**config.mk**
```make
export PLATFORM = sky130hd
export DESIGN_NAME = morph_angle_ramp_sequencer
export DESIGN_NICKNAME = d
export VERILOG_FILES = /design/src/rtl/mars_pkg.sv /design/src/rtl/mars_ramp_calc.sv /design/src/rtl/mars_seq.sv /design/src/rtl/morph_angle_ramp_sequencer.sv
export SDC_FILE = /design/constraint.sdc
export NUM_CORES = 2
export LEC_CHECK = 0
export BUFFER_PORTS_ARGS = -buffer_cell sky130_fd_sc_hd__buf_4
export CAP_MARGIN = 25
export CELL_PAD_IN_SITES_DETAIL_PLACEMENT = 0
export CELL_PAD_IN_SITES_GLOBAL_PLACEMENT = 1
export CORE_MARGIN = 2
export CORE_UTILIZATION = 45
export DETAILED_ROUTE_END_ITERATION = 10
export HOLD_SLACK_MARGIN = 0.05
export PLACE_DENSITY = 0.88
export SETUP_SLACK_MARGIN = 0.5
export SYNTH_ARGS = -nofsm -noshare
export SYNTH_HDL_FRONTEND = slang
export SYNTH_SLANG_ARGS = --single-unit
```
**constraint.sdc**
```tcl
create_clock -name i_clk -period 6.9 [get_ports i_clk]
set_clock_uncertainty 0.1 [all_clocks]
set_input_delay 0.69 -clock i_clk [delete_from_list [all_inputs] [get_ports i_clk]]
set_output_delay 0.69 -clock i_clk [all_outputs]
set_load 0.01 [all_outputs]
```
**src/rtl/mars_pkg.sv**
```systemverilog
// ----------------------------------------------------------------------------
// Morph angle ramp sequencer - package
// Item types, phase codes, configuration indexes, fixed-point constants and a bucket helper.
// ----------------------------------------------------------------------------
package mars_pkg;

    // input item
    typedef struct packed {
        logic [31:0] now_ms;
        logic        restart;
        logic        queue_ready;
    } t_in_item;

    // result item
    typedef struct packed {
        logic        send_valid;
        logic [6:0]  cmd_angle;
        logic [14:0] angle_q8;
        logic [1:0]  phase;
        logic        motors_idle;
        logic        exit_request;
    } t_out_item;

    // ramp stage result handed to the sequencer
    typedef struct packed {
        t_in_item    item;
        logic        sat;
        logic [13:0] ramp_q8;
    } t_calc;

    // phase codes as shown on the result item
    localparam logic [1:0] PHASE_RAMP  = 2'd0;
    localparam logic [1:0] PHASE_HOLD  = 2'd1;
    localparam logic [1:0] PHASE_DWELL = 2'd2;
    localparam logic [1:0] PHASE_DONE  = 2'd3;

    // configuration register indexes
    localparam int unsigned CFG_IDX_W = 2;
    localparam logic [CFG_IDX_W-1:0] CFG_RAMP_RATE = 2'd0;
    localparam logic [CFG_IDX_W-1:0] CFG_DWELL_MS  = 2'd1;

    localparam logic [15:0] RATE_DEFAULT  = 16'd3840;
    localparam logic [15:0] DWELL_DEFAULT = 16'd2000;

    // angles, Q7.8
    localparam logic [14:0] ANGLE_45_Q8 = 15'd11520;
    localparam logic [14:0] ANGLE_90_Q8 = 15'd23040;
    localparam logic [14:0] ROUND_HALF  = 15'd128;

    // rate * elapsed at or above this saturates the ramp at 45 degrees
    localparam logic [47:0] SAT_PRODUCT = 48'd11520000;
    // floor(x / 1000) = (x * RECIP_1000) >> RECIP_SHIFT, exact for x < 2^24
    localparam logic [24:0] RECIP_1000  = 25'd17179870;
    localparam int unsigned RECIP_SHIFT = 34;

    // timing, ms
    localparam logic [31:0] HOLD_MS       = 32'd1000;
    localparam logic [31:0] CHANGE_MS     = 32'd80;
    localparam logic [31:0] KEEPALIVE_MS  = 32'd300;
    localparam logic [31:0] REPEAT_MS     = 32'd40;
    localparam logic [31:0] DWELL_SEND_MS = 32'd120;

    // whole-degree commands and markers
    localparam logic [5:0] CMD_MAX     = 6'd45;
    localparam logic [6:0] CMD_90      = 7'd90;
    localparam logic [6:0] ANGLE_NONE  = 7'd127;
    localparam logic [3:0] BUCKET_NONE = 4'd15;
    localparam logic [1:0] REPEATS     = 2'd2;

    // cmd / 5 for cmd in 0..45, as a multiply by 13 and a shift by 6
    function automatic logic [3:0] bucket_of(input logic [5:0] cmd);
        logic [9:0] prod;
        prod = 10'(cmd) * 10'd13;
        return prod[9:6];
    endfunction

endpackage

```
**src/rtl/mars_ramp_calc.sv**
```systemverilog
// ----------------------------------------------------------------------------
// Morph angle ramp sequencer - ramp angle pipeline
// Three stages: elapsed time, rate product, divide by 1000 with saturation.
// ----------------------------------------------------------------------------
module mars_ramp_calc
    import mars_pkg::*;
(
    input  logic     i_clk,
    input  logic     i_rst_n,
    input  logic     i_en,
    input  logic     i_in_valid,
    input  t_in_item i_in_item,
    input  logic [15:0] i_rate_q8,
    output logic     o_calc_valid,
    output t_calc    o_calc
);

    logic        r_v0, r_v1, r_v2;
    logic [31:0] r_ramp_start;
    t_in_item    r_item0, r_item1, r_item2;
    logic [31:0] r_elapsed;
    logic [47:0] r_prod;
    logic        r_sat;
    logic [13:0] r_quot;

    logic [31:0] n_elapsed;
    logic [47:0] n_prod;
    logic        n_sat;
    logic [48:0] n_recip;
    logic [13:0] n_quot;

    // a restart item starts its own ramp, so its elapsed time is zero
    assign n_elapsed = i_in_item.restart ? 32'd0 : (i_in_item.now_ms - r_ramp_start);

    // 32 x 16 product
    assign n_prod = 48'(r_elapsed) * 48'(i_rate_q8);

    // saturation test and reciprocal divide; below saturation the product fits 24 bits
    assign n_sat   = (r_prod >= SAT_PRODUCT);
    assign n_recip = 49'(r_prod[23:0]) * 49'(RECIP_1000);
    assign n_quot  = n_recip[RECIP_SHIFT +: 14];

    // control: stage valids and the ramp start time
    always_ff @(posedge i_clk) begin
        if (!i_rst_n) begin
            r_v0         <= 1'b0;
            r_v1         <= 1'b0;
            r_v2         <= 1'b0;
            r_ramp_start <= 32'd0;
        end else if (i_en) begin
            r_v0 <= i_in_valid;
            r_v1 <= r_v0;
            r_v2 <= r_v1;
            if (i_in_valid && i_in_item.restart) begin
                r_ramp_start <= i_in_item.now_ms;
            end
        end
    end

    // payload stages
    always_ff @(posedge i_clk) begin
        if (i_en) begin
            r_item0   <= i_in_item;
            r_elapsed <= n_elapsed;
            r_item1   <= r_item0;
            r_prod    <= n_prod;
            r_item2   <= r_item1;
            r_sat     <= n_sat;
            r_quot    <= n_quot;
        end
    end

    assign o_calc_valid   = r_v2;
    assign o_calc.item    = r_item2;
    assign o_calc.sat     = r_sat;
    assign o_calc.ramp_q8 = r_sat ? ANGLE_45_Q8[13:0] : r_quot;

endmodule

```
**src/rtl/mars_seq.sv**
```systemverilog
// ----------------------------------------------------------------------------
// Morph angle ramp sequencer - phase sequencer
// Phase state, send timers and bucket repeats, plus the result register.
// ----------------------------------------------------------------------------
module mars_seq
    import mars_pkg::*;
(
    input  logic      i_clk,
    input  logic      i_rst_n,
    input  logic      i_en,
    input  logic      i_calc_valid,
    input  t_calc     i_calc,
    input  logic [15:0] i_dwell_ms,
    output logic      o_out_valid,
    output t_out_item o_out_item
);

    typedef enum logic [1:0] {
        S_RAMP  = PHASE_RAMP,
        S_HOLD  = PHASE_HOLD,
        S_DWELL = PHASE_DWELL,
        S_DONE  = PHASE_DONE
    } t_state;

    // registered state
    t_state      r_phase;
    logic [31:0] r_hold_start, r_dwell_start, r_last_time;
    logic [6:0]  r_last_angle;
    logic [3:0]  r_bucket;
    logic [1:0]  r_rep;
    logic [5:0]  r_rep_angle;
    logic        r_out_valid;
    t_out_item   r_out;

    // state after an optional restart
    t_state      c_phase;
    logic [31:0] c_hold_start, c_dwell_start, c_last_time;
    logic [6:0]  c_last_angle;
    logic [3:0]  c_bucket;
    logic [1:0]  c_rep;
    logic [5:0]  c_rep_angle;

    // next state
    t_state      n_phase;
    logic [31:0] n_hold_start, n_dwell_start, n_last_time;
    logic [6:0]  n_last_angle;
    logic [3:0]  n_bucket;
    logic [1:0]  n_rep;
    logic [5:0]  n_rep_angle;
    t_out_item   n_out;

    // ramp/hold send path
    logic [31:0] now;
    logic [31:0] dt;
    logic [14:0] rh_angle;
    logic [14:0] rounded;
    logic [5:0]  cmd;
    logic [3:0]  bucket;
    logic        new_bucket;
    logic [1:0]  rep;
    logic [5:0]  rep_angle;
    logic        send_new;
    logic        send_rep;
    logic [15:0] dwell_limit;

    assign now = i_calc.item.now_ms;

    // restart puts the state back to its reset values before this item is handled
    always_comb begin
        c_phase       = r_phase;
        c_hold_start  = r_hold_start;
        c_dwell_start = r_dwell_start;
        c_last_time   = r_last_time;
        c_last_angle  = r_last_angle;
        c_bucket      = r_bucket;
        c_rep         = r_rep;
        c_rep_angle   = r_rep_angle;
        if (i_calc.item.restart) begin
            c_phase       = S_RAMP;
            c_hold_start  = 32'd0;
            c_dwell_start = 32'd0;
            c_last_time   = 32'd0;
            c_last_angle  = ANGLE_NONE;
            c_bucket      = BUCKET_NONE;
            c_rep         = 2'd0;
            c_rep_angle   = 6'd0;
        end
    end

    // command, bucket and send decisions for ramp and hold
    assign dt          = now - c_last_time;
    assign rh_angle    = (c_phase == S_RAMP) ? {1'b0, i_calc.ramp_q8} : ANGLE_45_Q8;
    assign rounded     = rh_angle + ROUND_HALF;
    assign cmd         = (rounded[14:8] > {1'b0, CMD_MAX}) ? CMD_MAX : rounded[13:8];
    assign bucket      = bucket_of(cmd);
    assign new_bucket  = (bucket != c_bucket);
    assign rep         = new_bucket ? REPEATS : c_rep;
    assign rep_angle   = new_bucket ? cmd : c_rep_angle;
    assign send_new    = (({1'b0, cmd} != c_last_angle) && (dt >= CHANGE_MS))
                         || (dt >= KEEPALIVE_MS);
    assign send_rep    = !send_new && (rep != 2'd0) && (dt >= REPEAT_MS);
    assign dwell_limit = (i_dwell_ms == 16'd0) ? DWELL_DEFAULT : i_dwell_ms;

    // next state and result
    always_comb begin
        n_phase       = c_phase;
        n_hold_start  = c_hold_start;
        n_dwell_start = c_dwell_start;
        n_last_time   = c_last_time;
        n_last_angle  = c_last_angle;
        n_bucket      = c_bucket;
        n_rep         = c_rep;
        n_rep_angle   = c_rep_angle;
        n_out         = '0;

        unique case (c_phase) inside
            S_RAMP, S_HOLD: begin
                n_out.angle_q8 = rh_angle;
                if ((c_phase == S_HOLD) && ((now - c_hold_start) >= HOLD_MS)) begin
                    // hold over: forced 90 offer, acceptance changes nothing
                    n_phase              = S_DWELL;
                    n_dwell_start        = now;
                    n_out.motors_idle    = 1'b1;
                    n_out.send_valid     = 1'b1;
                    n_out.cmd_angle      = CMD_90;
                end else begin
                    if ((c_phase == S_RAMP) && i_calc.sat) begin
                        n_phase      = S_HOLD;
                        n_hold_start = now;
                    end
                    n_bucket    = bucket;
                    n_rep       = rep;
                    n_rep_angle = rep_angle;
                    if (send_new || send_rep) begin
                        n_out.send_valid = 1'b1;
                        n_out.cmd_angle  = send_new ? {1'b0, cmd} : {1'b0, rep_angle};
                        if (i_calc.item.queue_ready) begin
                            n_last_time  = now;
                            n_last_angle = n_out.cmd_angle;
                            if (rep != 2'd0) begin
                                n_rep = rep - 2'd1;
                            end
                        end
                    end
                end
            end
            S_DWELL: begin
                n_out.angle_q8    = ANGLE_90_Q8;
                n_out.motors_idle = 1'b1;
                if (dt >= DWELL_SEND_MS) begin
                    n_out.send_valid = 1'b1;
                    n_out.cmd_angle  = CMD_90;
                    if (i_calc.item.queue_ready) begin
                        n_last_time  = now;
                        n_last_angle = CMD_90;
                    end
                end
                if ((now - c_dwell_start) >= {16'd0, dwell_limit}) begin
                    n_out.exit_request = 1'b1;
                    n_phase            = S_DONE;
                end
            end
            S_DONE: begin
                n_out.angle_q8    = ANGLE_90_Q8;
                n_out.motors_idle = 1'b1;
            end
        endcase

        n_out.phase = n_phase;
    end

    // state and result register
    always_ff @(posedge i_clk) begin
        if (!i_rst_n) begin
            r_phase       <= S_RAMP;
            r_hold_start  <= 32'd0;
            r_dwell_start <= 32'd0;
            r_last_time   <= 32'd0;
            r_last_angle  <= ANGLE_NONE;
            r_bucket      <= BUCKET_NONE;
            r_rep         <= 2'd0;
            r_rep_angle   <= 6'd0;
            r_out_valid   <= 1'b0;
            r_out         <= '0;
        end else if (i_en) begin
            r_out_valid <= i_calc_valid;
            if (i_calc_valid) begin
                r_phase       <= n_phase;
                r_hold_start  <= n_hold_start;
                r_dwell_start <= n_dwell_start;
                r_last_time   <= n_last_time;
                r_last_angle  <= n_last_angle;
                r_bucket      <= n_bucket;
                r_rep         <= n_rep;
                r_rep_angle   <= n_rep_angle;
                r_out         <= n_out;
            end
        end
    end

    assign o_out_valid = r_out_valid;
    assign o_out_item  = r_out;

endmodule

```
**src/rtl/morph_angle_ramp_sequencer.sv**
```systemverilog
// ----------------------------------------------------------------------------
// Morph angle ramp sequencer - top level
// One input item per tick in, one result item per tick out, while no result is stalled.
// ----------------------------------------------------------------------------
// Takes one item per clock while no result is stalled and holds back the rest; three
// stages form the ramp angle (elapsed time, rate times elapsed on a 32 x 16
// multiplier, divide by 1000 through a reciprocal multiplier with saturation),
// and the fourth updates the phase, send timers and bucket repeats and holds
// the result. The phase state closes its loop within that fourth stage, so items
// follow each other with no gap. The whole pipeline halts while a result is
// stalled; the input stall is the output stall gated by a waiting result.
// Configuration writes are taken in the cycle they are offered (ready is
// always high) and must only be made while no item is in flight.
module morph_angle_ramp_sequencer
    import mars_pkg::*;
(
    input  logic                 i_clk,
    input  logic                 i_rst_n,
    // item input
    input  logic                 i_in_valid,
    output logic                 o_in_stall,
    input  t_in_item             i_in_item,
    // result output
    output logic                 o_out_valid,
    input  logic                 i_out_stall,
    output t_out_item            o_out_item,
    // configuration writes
    input  logic                 i_cfg_valid,
    output logic                 o_cfg_ready,
    input  logic [CFG_IDX_W-1:0] i_cfg_index,
    input  logic [15:0]          i_cfg_data
);

    logic [15:0] r_ramp_rate;
    logic [15:0] r_dwell_ms;
    logic [15:0] rate_eff;
    logic        en;
    logic        calc_valid;
    t_calc       calc;

    // configuration registers
    assign o_cfg_ready = 1'b1;

    always_ff @(posedge i_clk) begin
        if (!i_rst_n) begin
            r_ramp_rate <= RATE_DEFAULT;
            r_dwell_ms  <= DWELL_DEFAULT;
        end else if (i_cfg_valid && o_cfg_ready) begin
            unique case (i_cfg_index)
                CFG_RAMP_RATE: r_ramp_rate <= i_cfg_data;
                CFG_DWELL_MS:  r_dwell_ms  <= i_cfg_data;
                default: ;
            endcase
        end
    end

    // zero rate means the default rate
    assign rate_eff = (r_ramp_rate == 16'd0) ? RATE_DEFAULT : r_ramp_rate;

    // pipeline advances unless a finished result is held back
    assign en         = !(o_out_valid && i_out_stall);
    assign o_in_stall = !en;

    mars_ramp_calc u_ramp_calc (
        .i_clk        (i_clk),
        .i_rst_n      (i_rst_n),
        .i_en         (en),
        .i_in_valid   (i_in_valid),
        .i_in_item    (i_in_item),
        .i_rate_q8    (rate_eff),
        .o_calc_valid (calc_valid),
        .o_calc       (calc)
    );

    mars_seq u_seq (
        .i_clk        (i_clk),
        .i_rst_n      (i_rst_n),
        .i_en         (en),
        .i_calc_valid (calc_valid),
        .i_calc       (calc),
        .i_dwell_ms   (r_dwell_ms),
        .o_out_valid  (o_out_valid),
        .o_out_item   (o_out_item)
    );

endmodule

```
==> results.cfg <==
[clocking]
htreeDepth = 2
clk_pin_slew_ps = 60
cts-buffers-inserted = 47
cts_tree = yes
cts_root_buffer = clkbuf_16
postCtsHoldBufs = 0
clock-sinks = 407
cts_buffer_depth = 3
clk_latency_ps = 630

[layout]
drive_gt1_share_pct = 14.3
nets = 6899
area_delta_synth_final_pct = 16.3
finish.utilization_pct = 52.9
fin_area_um2 = 56900
final_cells = 7146

[yosys]
synth_compound_area_share_pct = 13.0
synth_cells = 5427
synth-main-ff-cell = dfxtp_1
synth_top_family_by_area = adder cells
ys_types = 102
yosys.area_share.adder_pct = 38.3
async_flop_share_pct = 0
syn-mean-instance-area_um2 = 9.02
yosys.area_share.simple_pct = 16.0
synth_nets = 6623
ys_ff_latch = 407
synth_xor_area_share_pct = 2.43
synth_area_leaders = fa_1 25%, ha_1 14%, edfxtp_1 12%, dfxtp_1 8.6%, inv_1 7.1%
synth_edf_count = 197
synth_top_area_share_pct = 24.5
muxShareOfSynthArea_pct = 0.706
synth_common_cells = 921 x inv_1, 674 x nand2_1, 599 x fa_1
syn_area_um2 = 48900
yosys_warnings = 0
synth.most_common_cell = inv_1
synth_area_leader_cell = fa_1
synth_seq_area_share_pct = 20.7

[global_route]
busiest_layer = met2
met3_usage_pct = 3.58
use_met1_pct = 33.4
antenna_found_initial = 1
grt_pass1_wl_mm = 217
met2_usage_pct = 39.9
overflow = 0
track_usage_pct = 24.4
grt_max_degree = 91
grt_pass1_vias = 39800

[timing]
slew_headroom_pct = 33.4
whs_ps = 144
rsz0062_at_grt = yes
worst_pin_slew_ps = 999
fin_crit_ps = 7010
fmaxAchievable_mhz = 143
post-route-period-util_pct = 102
report.final.slew_viol_count = 0
worst_slack_ps = -110
setup_viol = 13
hold_viol = 0

[drt]
drt_wl_total_mm = 136
num_vias = 39500
antenna_left = 0
drt_iter0_drc = 2873
first_pass_iters = 6
wl_per_cell_um = 19.0
via_per_inst = 5.52
drc = 0

[setup_path]
cp.buffers_inverters = 7
cp.required_ps = 7120
startpoint_type = flip-flop
crit_family = adder cells
critical-path-slowest-cell = fa_1
critPathMaxFanout = 8
cp_common_cell = fa_1
crit_path_end_kind = flip-flop
path_class = flip-flop to flip-flop
arrival_ps = 7230
slowest_delay_ps = 560

[floorplanning]
dieArea_um2 = 111000
fp.coreArea_um2 = 108000
placementRows = 120
ios = 87
die_h_um = 334
die_x_um = 334
start_util_pct = 45.5

[placement]
dpl.cell_count = 6930
hpwlAfterDp_mm = 103
gp_congestion = 0.919
place_area_um2 = 52800
place.port_buffers = 85

[run_status]
status = finished, violations left
violations = negative setup slack

[worst_hold_path]
hp-class = input port to flip-flop

[run]
cap_violations = 0
placed cells by master, fill, tap and decap left out, drive strengths merged, types with 26 or more instances in the layout:
master | netlist | routed
edfxtp | 197 | 197
nand2 | 674 | 674
nor4 | 40 | 40
nor2b | 48 | 48
a31oi | 52 | 52
a21boi | 42 | 42
nand2b | 132 | 132
ha | 540 | 540
xor2 | 49 | 49
nand3 | 75 | 75
inv | 921 | 921
clkbuf | 211 | 61
xnor2 | 84 | 84
a21o | 83 | 83
nand4 | 34 | 34
and3 | 27 | 27
a21oi | 257 | 257
fa | 599 | 599
dfxtp | 210 | 210
nor3 | 49 | 49
o21a | 63 | 63
and2 | 203 | 203
a211oi | 26 | 26
nor2 | 224 | 224
buf | 14 | 446
or3 | 26 | 26
o21ai | 169 | 169
o211ai | 45 | 45
flip-flops by register name, indices dropped and copies added, names as in the netlist, 14 cells and up:
signal,count
u_seq.o_out_item,27
u_ramp_calc.r_elapsed,32
u_ramp_calc.o_calc,34
u_seq.r_last_time,32
r_ramp_rate,16
u_seq.r_dwell_start,32
u_ramp_calc.r_item0,34
u_seq.r_hold_start,32
u_ramp_calc.r_quot,14
u_ramp_calc.r_prod,48
u_ramp_calc.r_item1,34
r_dwell_ms,16
u_ramp_calc.r_ramp_start,32
cell families (layout without fill, tap and decap cells):
family | Yosys count | after routing
adders and majority gates | 1139 | 1139
other | 1 | 2
xor gates and xnor gates | 134 | 134
muxes | 33 | 33
buffers and inverters | 1146 | 1460
AOI/OAI and AO/OA | 960 | 961
and+or+nand+nor | 1607 | 1607
DFF | 407 | 407
path summary, 6_finish.rpt:
kind                                           from                          endpoint  slack [ps]  cells after the start
hold / removal                         i_in_item[0]  u_ramp_calc.r_item0[0]$_DFFE_PN_         140                      1
setup reg to reg       r_ramp_rate[10]$_SDFFE_PN1P_  u_ramp_calc.r_prod[46]$_DFFE_PN_        -110                     29
hold reg to reg   u_ramp_calc.r_item1[20]$_DFFE_PN_  u_ramp_calc.o_calc[35]$_DFFE_PN_         310                      0
setup / recovery       r_ramp_rate[10]$_SDFFE_PN1P_  u_ramp_calc.r_prod[46]$_DFFE_PN_        -110                     29
per-layer routing:
metal  up-vias  share of wire [%]
li1      18400                  -
met1     19600                 43
met2      1208                 47
met3       245                6.8
met4         0                3.1
met5         -                  0
area by class of cell:
type	count	area, um2
fill	9613	50600
multi-input combinational	3875	35800
sequential	407	10100
timing repair buffer	451	4110
inverter	921	3460
tap	1403	1760
clock buffer	58	1280
clock inverter	30	350
antenna	1	2.50
stage by stage:
step           setup slack [ps]  setup TNS (ps)
4_1_cts                   -86.9            -699
5_1_grt                    -400           -5830
2_1_floorplan               115               0
3_3_place_gp               -188            -722
3_5_place_dp               -190            -706
6_report                   -110            -845
timing repair:
| action | CTS | global route |
|---|---|---|
| endpoints found under the setup margin | 86 | 94 |
| resized for setup | 128 | 174 |
| setup buffers | 80 | 36 |
| gates cloned | 6 | 2 |
| pin swaps | 144 | 141 |
Power is not shown: default switching activity piles up to over one toggle a cycle in this logic, so the estimate is an artifact.
